**src/dlcs_pkg.sv**
```systemverilog
`default_nettype none
package dlcs_pkg;

   localparam logic [2:0] REG_SECTOR_BYTES      = 3'd0;
   localparam logic [2:0] REG_SECTORS_PER_TRACK = 3'd1;
   localparam logic [2:0] REG_HEAD_COUNT        = 3'd2;
   localparam logic [2:0] REG_DRIVE_SELECT      = 3'd3;
   localparam logic [2:0] REG_DRIVE_ONLINE      = 3'd4;

   localparam logic [1:0] ST_ISSUED  = 2'd0;
   localparam logic [1:0] ST_OFFLINE = 2'd1;
   localparam logic [1:0] ST_EMPTY   = 2'd2;

   localparam logic [7:0] CMD_READ  = 8'h20;
   localparam logic [7:0] CMD_WRITE = 8'h30;
   localparam logic [7:0] DH_FIXED  = 8'h20;

   localparam logic [12:0] BPS_MIN = 13'd128;
   localparam logic [12:0] BPS_MAX = 13'd4096;
   localparam logic [4:0]  HC_MAX  = 5'd16;
   localparam logic [5:0]  CNT_MAX = 6'd63;

   typedef struct packed {
      logic [1:0]  status;
      logic [31:0] lblk;
      logic [5:0]  count;
      logic        mode;
   } item_type;

   typedef struct packed {
      logic [1:0]  status;
      logic [31:0] lblk;
      logic [5:0]  count;
      logic [15:0] cylinder;
      logic [7:0]  sector_number;
      logic [3:0]  head;
      logic [7:0]  drive_head_byte;
      logic [7:0]  command_code;
      logic        cylinder_overflow;
   } result_type;

endpackage
`default_nettype wire

```
**src/dlcs_fifo.sv**
```systemverilog
`default_nettype none
module dlcs_fifo #(
   parameter int DEPTH = 4
) (
   input  wire logic               clock,
   input  wire logic               reset,
   input  wire logic               wr,
   input  wire dlcs_pkg::item_type wr_item,
   output logic                    full,
   input  wire logic               rd,
   output logic                    rd_valid,
   output dlcs_pkg::item_type      rd_item
);

   localparam int AW = (DEPTH > 1) ? $clog2(DEPTH) : 1;
   localparam int CW = $clog2(DEPTH + 1);

   dlcs_pkg::item_type mem_ff [DEPTH];
   logic [AW-1:0]      wp_ff;
   logic [AW-1:0]      rp_ff;
   logic [CW-1:0]      cnt_ff;

   assign full     = (cnt_ff == CW'(DEPTH));
   assign rd_valid = (cnt_ff != '0);
   assign rd_item  = mem_ff[rp_ff];

   always_ff @(posedge clock) begin
      if (reset) begin
         wp_ff  <= '0;
         rp_ff  <= '0;
         cnt_ff <= '0;
      end else begin
         if (wr) begin
            wp_ff <= (wp_ff == AW'(DEPTH - 1)) ? '0 : wp_ff + 1'b1;
         end
         if (rd) begin
            rp_ff <= (rp_ff == AW'(DEPTH - 1)) ? '0 : rp_ff + 1'b1;
         end
         cnt_ff <= cnt_ff + CW'(wr) - CW'(rd);
      end
   end

   always_ff @(posedge clock) begin
      if (wr) begin
         mem_ff[wp_ff] <= wr_item;
      end
   end

endmodule
`default_nettype wire

```
**config.mk**
```make
export PLATFORM = sky130hd
export DESIGN_NAME = dlcs_fifo
export DESIGN_NICKNAME = d
export VERILOG_FILES = /design/src/dlcs_pkg.sv /design/src/dlcs_fifo.sv
export SDC_FILE = /design/constraint.sdc
export NUM_CORES = 1
export LEC_CHECK = 0
export BUFFER_PORTS_ARGS = -buffer_cell sky130_fd_sc_hd__buf_2
export CAP_MARGIN = 20
export CORE_UTILIZATION = 40
export DETAILED_ROUTE_END_ITERATION = 16
export PLACE_DENSITY = 0.64
export SYNTH_ARGS = -nofsm -noshare
export SYNTH_HDL_FRONTEND = slang
export SYNTH_SLANG_ARGS = --single-unit
```
**constraint.sdc**
```tcl
create_clock -name clock -period 4.6 [get_ports clock]
set_input_delay 0.23 -clock clock [delete_from_list [all_inputs] [get_ports clock]]
set_output_delay 0.23 -clock clock [all_outputs]
set_load 0.005 [all_outputs]
```
# Word level (Yosys, flattened, before mapping)
# Memories as Yosys holds them, arrays and structs flattened. A register that Yosys moved wholly into a read port is not among the register bits.
# Index checks and enable logic that the tools add are counted.
[totals]
regBits = 7
ram_bits = 164
in_bits = 45
out_inout_bits = 43
word_cells = 18
n_memories = 1
[op_classes]
add_sub_neg = 4
n_eq_ne = 3
muxes = 6
n_reduce_logical = 1
[mem_list]
columns = ["name", "words", "width", "read_ports", "rd_clocked_by_memory_dff", "write_ports", "line", "text"]
rows = [
  ["mem_ff", 4, 41, 1, 1, 1, "dlcs_fifo.sv:18", "dlcs_pkg::item_type mem_ff [DEPTH];"],
]
[op_table]
columns = ["cell", "count"]
rows = [
  ["$mux 2", 4],
  ["$add 2x1->2 const B", 2],
  ["$eq 2x2->1 const B", 2],
  ["$add 3x1->3", 1],
  ["$eq 3x3->1 const B", 1],
  ["$reduce_bool 3->1", 1],
  ["$sub 3x1->3", 1],
  ["$mux 1", 2],
]

# Depth between registers and ports, before layout
# Gate-level depths: netlist of the first run.
[logic_depth]
ltp_word = 4
ltp_mapped = 7
mapped_depth_nobuf = 7

# Least setup slack after synthesis of the first run
# OpenSTA, ideal clock, no wires.
[synth_timing]
path_type = "flip-flop to flip-flop"
start = "reg wp_ff[0]"
end = "mem mem_ff[2][0] (netlist name) (enable)"
setup_ps = 402
arrival_time_ps = 1529
t_required_ps = 4198
setup_slack_ps = 2669
path_stages_with_launch = 4
period_less_slack_ps = 1931
cell_sequence = "dfxtp_1 > inv_1 > ha_1 > and2_1"
[synth_lines]
columns = ["element", "line", "text"]
rows = [
  ["start, declared", "dlcs_fifo.sv:19", "logic [AW-1:0] wp_ff;"],
  ["start signal, assigned", "dlcs_fifo.sv:34", "wp_ff <= (wp_ff == AW'(DEPTH - 1)) ? '0 : wp_ff + 1'b1;"],
  ["end, declared", "dlcs_fifo.sv:18", ""],
]
# Straight into the memory's write port.

==> flow_summary.yaml, run 1 <==
cts:
  post_cts_resized: 0
  clock_tree.buffer_depth: 2
  ctsHoldBuffers: 0
  cts_root_buf: "clkbuf_16"
  numCtsBuffers: 17
  clock_latency_ps: 420
  cts_setup_buffers: 0
  cts.sinks: 173
  clk_pin_slew_ps: 60
  cts_tree: "done"
  cts_htree_levels: 4
timing:
  setup_viol: 0
  fin_skew_ps: 9.50
  worst_slack_ps: 2210
  slew_violations: 0
  hold_viol_final: 0
  worstMarginPinSlew_ps: 876
  finalSetupTns_ps: 0
  max_slew_margin_pct: 41.6
  period_share_pct: 52.0
  fmax_ghz: 0.418
  min_period_ps: 2390
  grt_setup_unrepaired: "no"
  whs_ps: 21.4
grt:
  grt_pass1_vias: 3193
  grt_first_pass_wirelength_um: 17100
  use_met1_pct: 18.0
  grt-busiest-layer: "met2"
  globalRouteTotalUtil_pct: 14.6
  grt_use_met2_pct: 23.5
  grt_max_degree: 42
  antenna_found_initial: 2
  grt_use_met3_pct: 5.24
  overflow: 0
finish:
  fillers: 1316
  synthToLayoutAreaGrowth_pct: 18.7
  final_layout_size_suffix_gt1_share_pct: 45.2
  antenna_cells: 0
  design_area_mm2: 0.00763
  final_nets: 412
  multi_input_area_mm2: 0.00118
  seq_area_mm2: 0.00511
synth:
  synth_nets: 311
  yosysWarnings: 0
  yosysSeqAreaShare_pct: 79.5
  netlist_instances: 258
  syn-cell-area_mm2: 0.00642
  ys_ff_latch: 173
  syn-mean-instance-area_um2: 24.9
  synth.distinct_cells: 21
die:
  fp-row-count: 45
  start_util_pct: 41.6
  die_width_um: 129
  die-area_mm2: 0.0166
  dieHeight_um: 129
  ios: 88
  core_mm2: 0.0154
pwr:
  vdd_drop_max_mv: 0.271
  finalPower_mw: 3.45
  powerDensity_mw_per_mm2: 452
  leakagePower_nw: 2.59
detailed_routing:
  drtIter0Drc: 162
  drc: 0
  postRouteWirelength_um: 11000
  vias_per_cell: 4.98
  first_pass_iters: 4
  vias: 2901
  avgRoutedWirePerCell_um: 18.8
  ant_nets: 0
critical_path:
  endpoint_kind: "output port"
  cp.depth: 2
  path_class: "flip-flop to output port"
  arrival_ps: 2160
  r2r_cells: 3
  worst_path_max_delay_cell: "dfxtp_4"
  cpPeakStageDelay_ps: 930
  crit_chain: "mux4_1 > buf_2"
  cpLargestDelayFamily: "flip-flops"
  required_ps: 4370
  cp-start-kind: "flip-flop"
  crit_buf_inv: 1
  crit_fanout: 41
place:
  gp_congestion: 0.660
  place.port_buffers: 87
  place_ws_ps: 2570
  dp_hpwl_um: 6480
  placed_area_mm2: 0.00707
hold_path:
  worstHoldPathCells: 1
  min_path_type: "primary input to flip-flop"
outcome:
  outcome: "finished clean"
job:
  drv_cap: 0
state kept, by name, indices dropped and copies added (netlist names), named ones only:
register,flops
wp_ff,2
cnt_ff,3
mem_ff,164
rp_ff,2
placed cells by master (no fill, tap or decap), drive strengths merged:
master and instances:
clkinv 6, mux4 41, inv 6, nand2b 2
dfxtp 9, xor3 1, fa 1, nor2b 2
bufinv 2, and2 4, or3 1, a21oi 2
clkbuf 20, clkinvlp 4, or3b 2, edfxtp 164
buf 92, ha 7, and3 1, mux2i 2
nor2 3
report_power, final:
part / switching (mW) / internal [mW]
clock network: 0.555 / 0.793
logic: 0.118 / 0.147
registers: 0.0407 / 1.80
total: 0.713 / 2.74
final timing paths:
| check | from | end | slack, ps |
|---|---|---|---|
| max | flip-flop | rd_item[31] | 2210 |
| min reg2reg | rp_ff[0] | flip-flop | 500 |
| min | wr_item[17] | mem_ff[2][17] | 20 |
| max reg2reg | wp_ff[0] | mem_ff[3][32] | 2680 |
stage by stage:
step	instances	utilization [%]
after floorplan	258	-
after detailed placement	551	45.8
final	583	49.4
after global routing	583	49.4
after CTS	583	49.4
after global placement	550	45.7
synthesized netlist by cell type:
| cell type | n | area share (%) |
|---|---|---|
| buf_2 | 4 | 0.31 |
| mux2i_1 | 2 | 0.31 |
| edfxtp_1 | 164 | 77 |
| dfxtp_1 | 9 | 2.8 |
| or3b_2 | 2 | 0.27 |
| mux4_1 | 1 | 0.41 |
| and3_1 | 1 | 0.097 |
| ha_1 | 7 | 1.4 |
| or3_1 | 1 | 0.097 |
| nor2_1 | 3 | 0.18 |
| nand2b_1 | 2 | 0.19 |
| mux4_2 | 40 | 14 |
| xor3_1 | 1 | 0.37 |
| and2_1 | 4 | 0.39 |
| buf_6 | 1 | 0.18 |
| nor2b_1 | 2 | 0.19 |
| buf_12 | 4 | 1.2 |
| buf_1 | 1 | 0.058 |
| fa_1 | 1 | 0.31 |
| a21oi_1 | 2 | 0.16 |
| inv_1 | 6 | 0.35 |
metal layers:
metal  part of all wire (%)  wire length (um)
met1                     43              4710
met2                     50              5430
met3                    5.8               637
met4                    1.4               154
met5                   0.26                29
cell families after synthesis:
family	Yosys count	synth area share (%)
flops	173	79.5
xor+xnor	1	0.370
simple gates	15	1.42
mux	43	14.7
buf+inv	16	2.14
compound gates	2	0.156
fa+ha+maj	8	1.68
area by class of cell:
type                    count  area share, %
flip-flops and latches    173           67.0
multi-input cells          69           15.5
repair buffers             92           6.37
clock buffers              20           5.73
well taps                 211           3.46
clock inverters            12           1.61
inverters                   6          0.295
Power figures use the tool's default switching activity.
==> run 2, diff against run 1 <==
Clock period 4.6 ns to 2.3 ns, I/O delays scaled along.
==> run 2 against run 1 <==
- critical path depth increased by 1
- global-route usage grew 0.12 points
- worst hold slack improved by 19 ps
- die area stayed put
- sequential power increased by 98%
- cell area increased by 6.5%
- clock skew is 0.83 ps lower
- register-to-register slack got worse by 2200 ps
- worst setup slack worse by 2000 ps
- flip-flop and latch count unchanged
- total power is 100% higher
==> flow_summary.yaml, run 2 (synthesis results as in run 1) <==
finish:
  layout_common_cells: "edfxtp_1 (164), buf_2 (87), dlygate4sd3_1 (42), mux4_2 (40), clkbuf_16 (18)"
  antenna_cells: 0
  reg.largest.list: "mem_ff: 164 flops, cnt_ff: 3 flops"
  final_nets: 460
  largest_reg_flops: 164
  final_common_cell: "edfxtp_1"
  fillers: 1264
  final_layout_size_suffix_gt1_share_pct: 42.4
  synthToLayoutAreaGrowth_pct: 26.4
  largest_register: "mem_ff"
pwr:
  pwr-share-comb_pct: 9.0
  clockPowerShare_pct: 38.3
  p_switching_mw: 1.48
  leakagePower_nw: 2.82
  vdd_drop_max_mv: 0.537
  internal-power_mw: 5.45
  swShare_pct: 21.3
  power_frac_seq_pct: 52.6
  powerDensity_mw_per_mm2: 853
outcome:
  outcome: "finished clean"
place:
  gp_congestion: 0.677
  dp_hpwl_um: 6530
  place.port_buffers: 87
critical_path:
  endpoint_kind: "output port"
  crit-reg2reg-launch: "cnt_ff[0]"
  cpPeakStageDelay_ps: 590
  cp-start-kind: "flip-flop"
  crit_buf_inv: 2
  cpLargestDelayFamily: "flip-flops"
  r2r-end: "cnt_ff[2]"
  r2r_setup_slack_ps: 520
  required_ps: 2180
  arrival_ps: 2010
  path_class: "flip-flop to output port"
  crit_fanout: 17
  crit_chain: "buf_4 > mux4_2 > buf_2"
  r2r_cells: 7
  worst_path_max_delay_cell: "dfxtp_4"
die:
  die-area_mm2: 0.0166
  dieHeight_um: 129
  die_width_um: 129
  fp-row-count: 45
  ios: 88
  start_util_pct: 41.6
  core_mm2: 0.0154
hold_path:
  worstHoldPathCells: 3
  min_path_type: "primary input to flip-flop"
  hp-start: "rd"
timing:
  slew_violations: 0
  fin_skew_ps: 8.67
  period_share_pct: 92.4
  setup_viol: 0
  max_slew_margin_pct: 74.8
  grt_setup_unrepaired: "no"
  worstMarginPinSlew_ps: 378
  fmax_ghz: 0.471
  hold_viol_final: 0
  min_period_ps: 2130
  finalSetupTns_ps: 0
  whs_ps: 40.0
cts:
  cts_htree_levels: 4
  clock_latency_ps: 430
  post_cts_resized: 0
  cts_tree: "done"
  cts.sinks: 173
  clock_tree.buffer_depth: 2
  clk_pin_slew_ps: 60
  numCtsBuffers: 17
  cts_root_buf: "clkbuf_16"
detailed_routing:
  drc: 0
  ant_nets: 0
  avgRoutedWirePerCell_um: 17.5
  first_pass_iters: 4
  vias_per_cell: 4.84
  vias: 3051
  drtIter0Drc: 138
  postRouteWirelength_um: 11000
grt:
  grt_pass1_vias: 3249
  overflow: 0
  antenna_found_initial: 0
  globalRouteTotalUtil_pct: 14.8
  grt_first_pass_wirelength_um: 17100
  grt_max_degree: 42
job:
  drv_cap: 0
-- run 2: cell types whose count changed in the layout (fill, tap and decap cells not counted), sizes merged --
cell | previous run | this run
dlygate4sd3 | 0 | 42
inv | 6 | 9
clkinv | 6 | 5
buf | 92 | 98
bufinv | 2 | 0
-- run 2: area by class of cell --
class | count | area, um2 | share of cell area (%)
sequential | 173 | 5110 | 62.9
multi-input combinational | 69 | 1180 | 14.6
timing repair buffer | 140 | 976 | 12.0
clock buffer | 20 | 478 | 5.89
tap | 211 | 264 | 3.25
clock inverter | 12 | 85.1 | 1.05
inverter | 6 | 22.5 | 0.277
-- run 2: through the flow --
stage | util (%) | instances | power [mW] | setup slack, ps | area, um2
detailed placement | 46.3 | 557 | 4.30 | 536 | 7140
floorplan | - | 258 | 4.05 | 369 | 6420
global placement | 46.3 | 557 | 4.27 | 615 | 7140
global route | 52.6 | 631 | 7.20 | 64.7 | 8120
finish | 52.6 | 631 | 6.93 | 175 | 8120
CTS | 52.6 | 631 | 7.02 | 129 | 8120
-- run 2: worst max path at each step --
stage          startpoint           end  slack [ps]  depth (start not counted)
2_1_floorplan    wp_ff[0]  mem_ff[2][0]         370                          3
3_3_place_gp    cnt_ff[0]     cnt_ff[2]         620                          7
3_5_place_dp    cnt_ff[0]     cnt_ff[2]         540                          7
4_1_cts         flip-flop   rd_item[34]         130                          3
5_1_grt         flip-flop    rd_item[9]          60                          3
6_report        flip-flop   rd_item[34]         170                          3
-- run 2: power by group through the flow --
stage               clock (mW)  combinational [mW]  sequential, mW
floorplan                    0               0.357            3.69
global placement             0               0.566            3.71
detailed placement           0               0.582            3.71
CTS                       2.73               0.640            3.65
global route              2.85               0.691            3.66
finish                    2.65               0.626            3.65
-- run 2: per-layer routing --
| layer | wire, um | vias up | GRT usage (%) |
|---|---|---|---|
| met5 | 0 | - | 0 |
| met4 | 237 | 0 | 7.27 |
| met3 | 558 | 17 | 4.86 |
| met2 | 5470 | 71 | 23.7 |
| met1 | 4770 | 1581 | 18.1 |
| li1 | - | 1382 | - |
-- run 2: worst min-delay path: stages --
cell	delay (ps)
buf_2	120
nand2b_1	110
a21oi_1	70
-- run 2: what timing repair did --
action,in CTS,in global routing
hold endpoints to repair,173,0
hold buffers,42,0
setup buffers,0,0
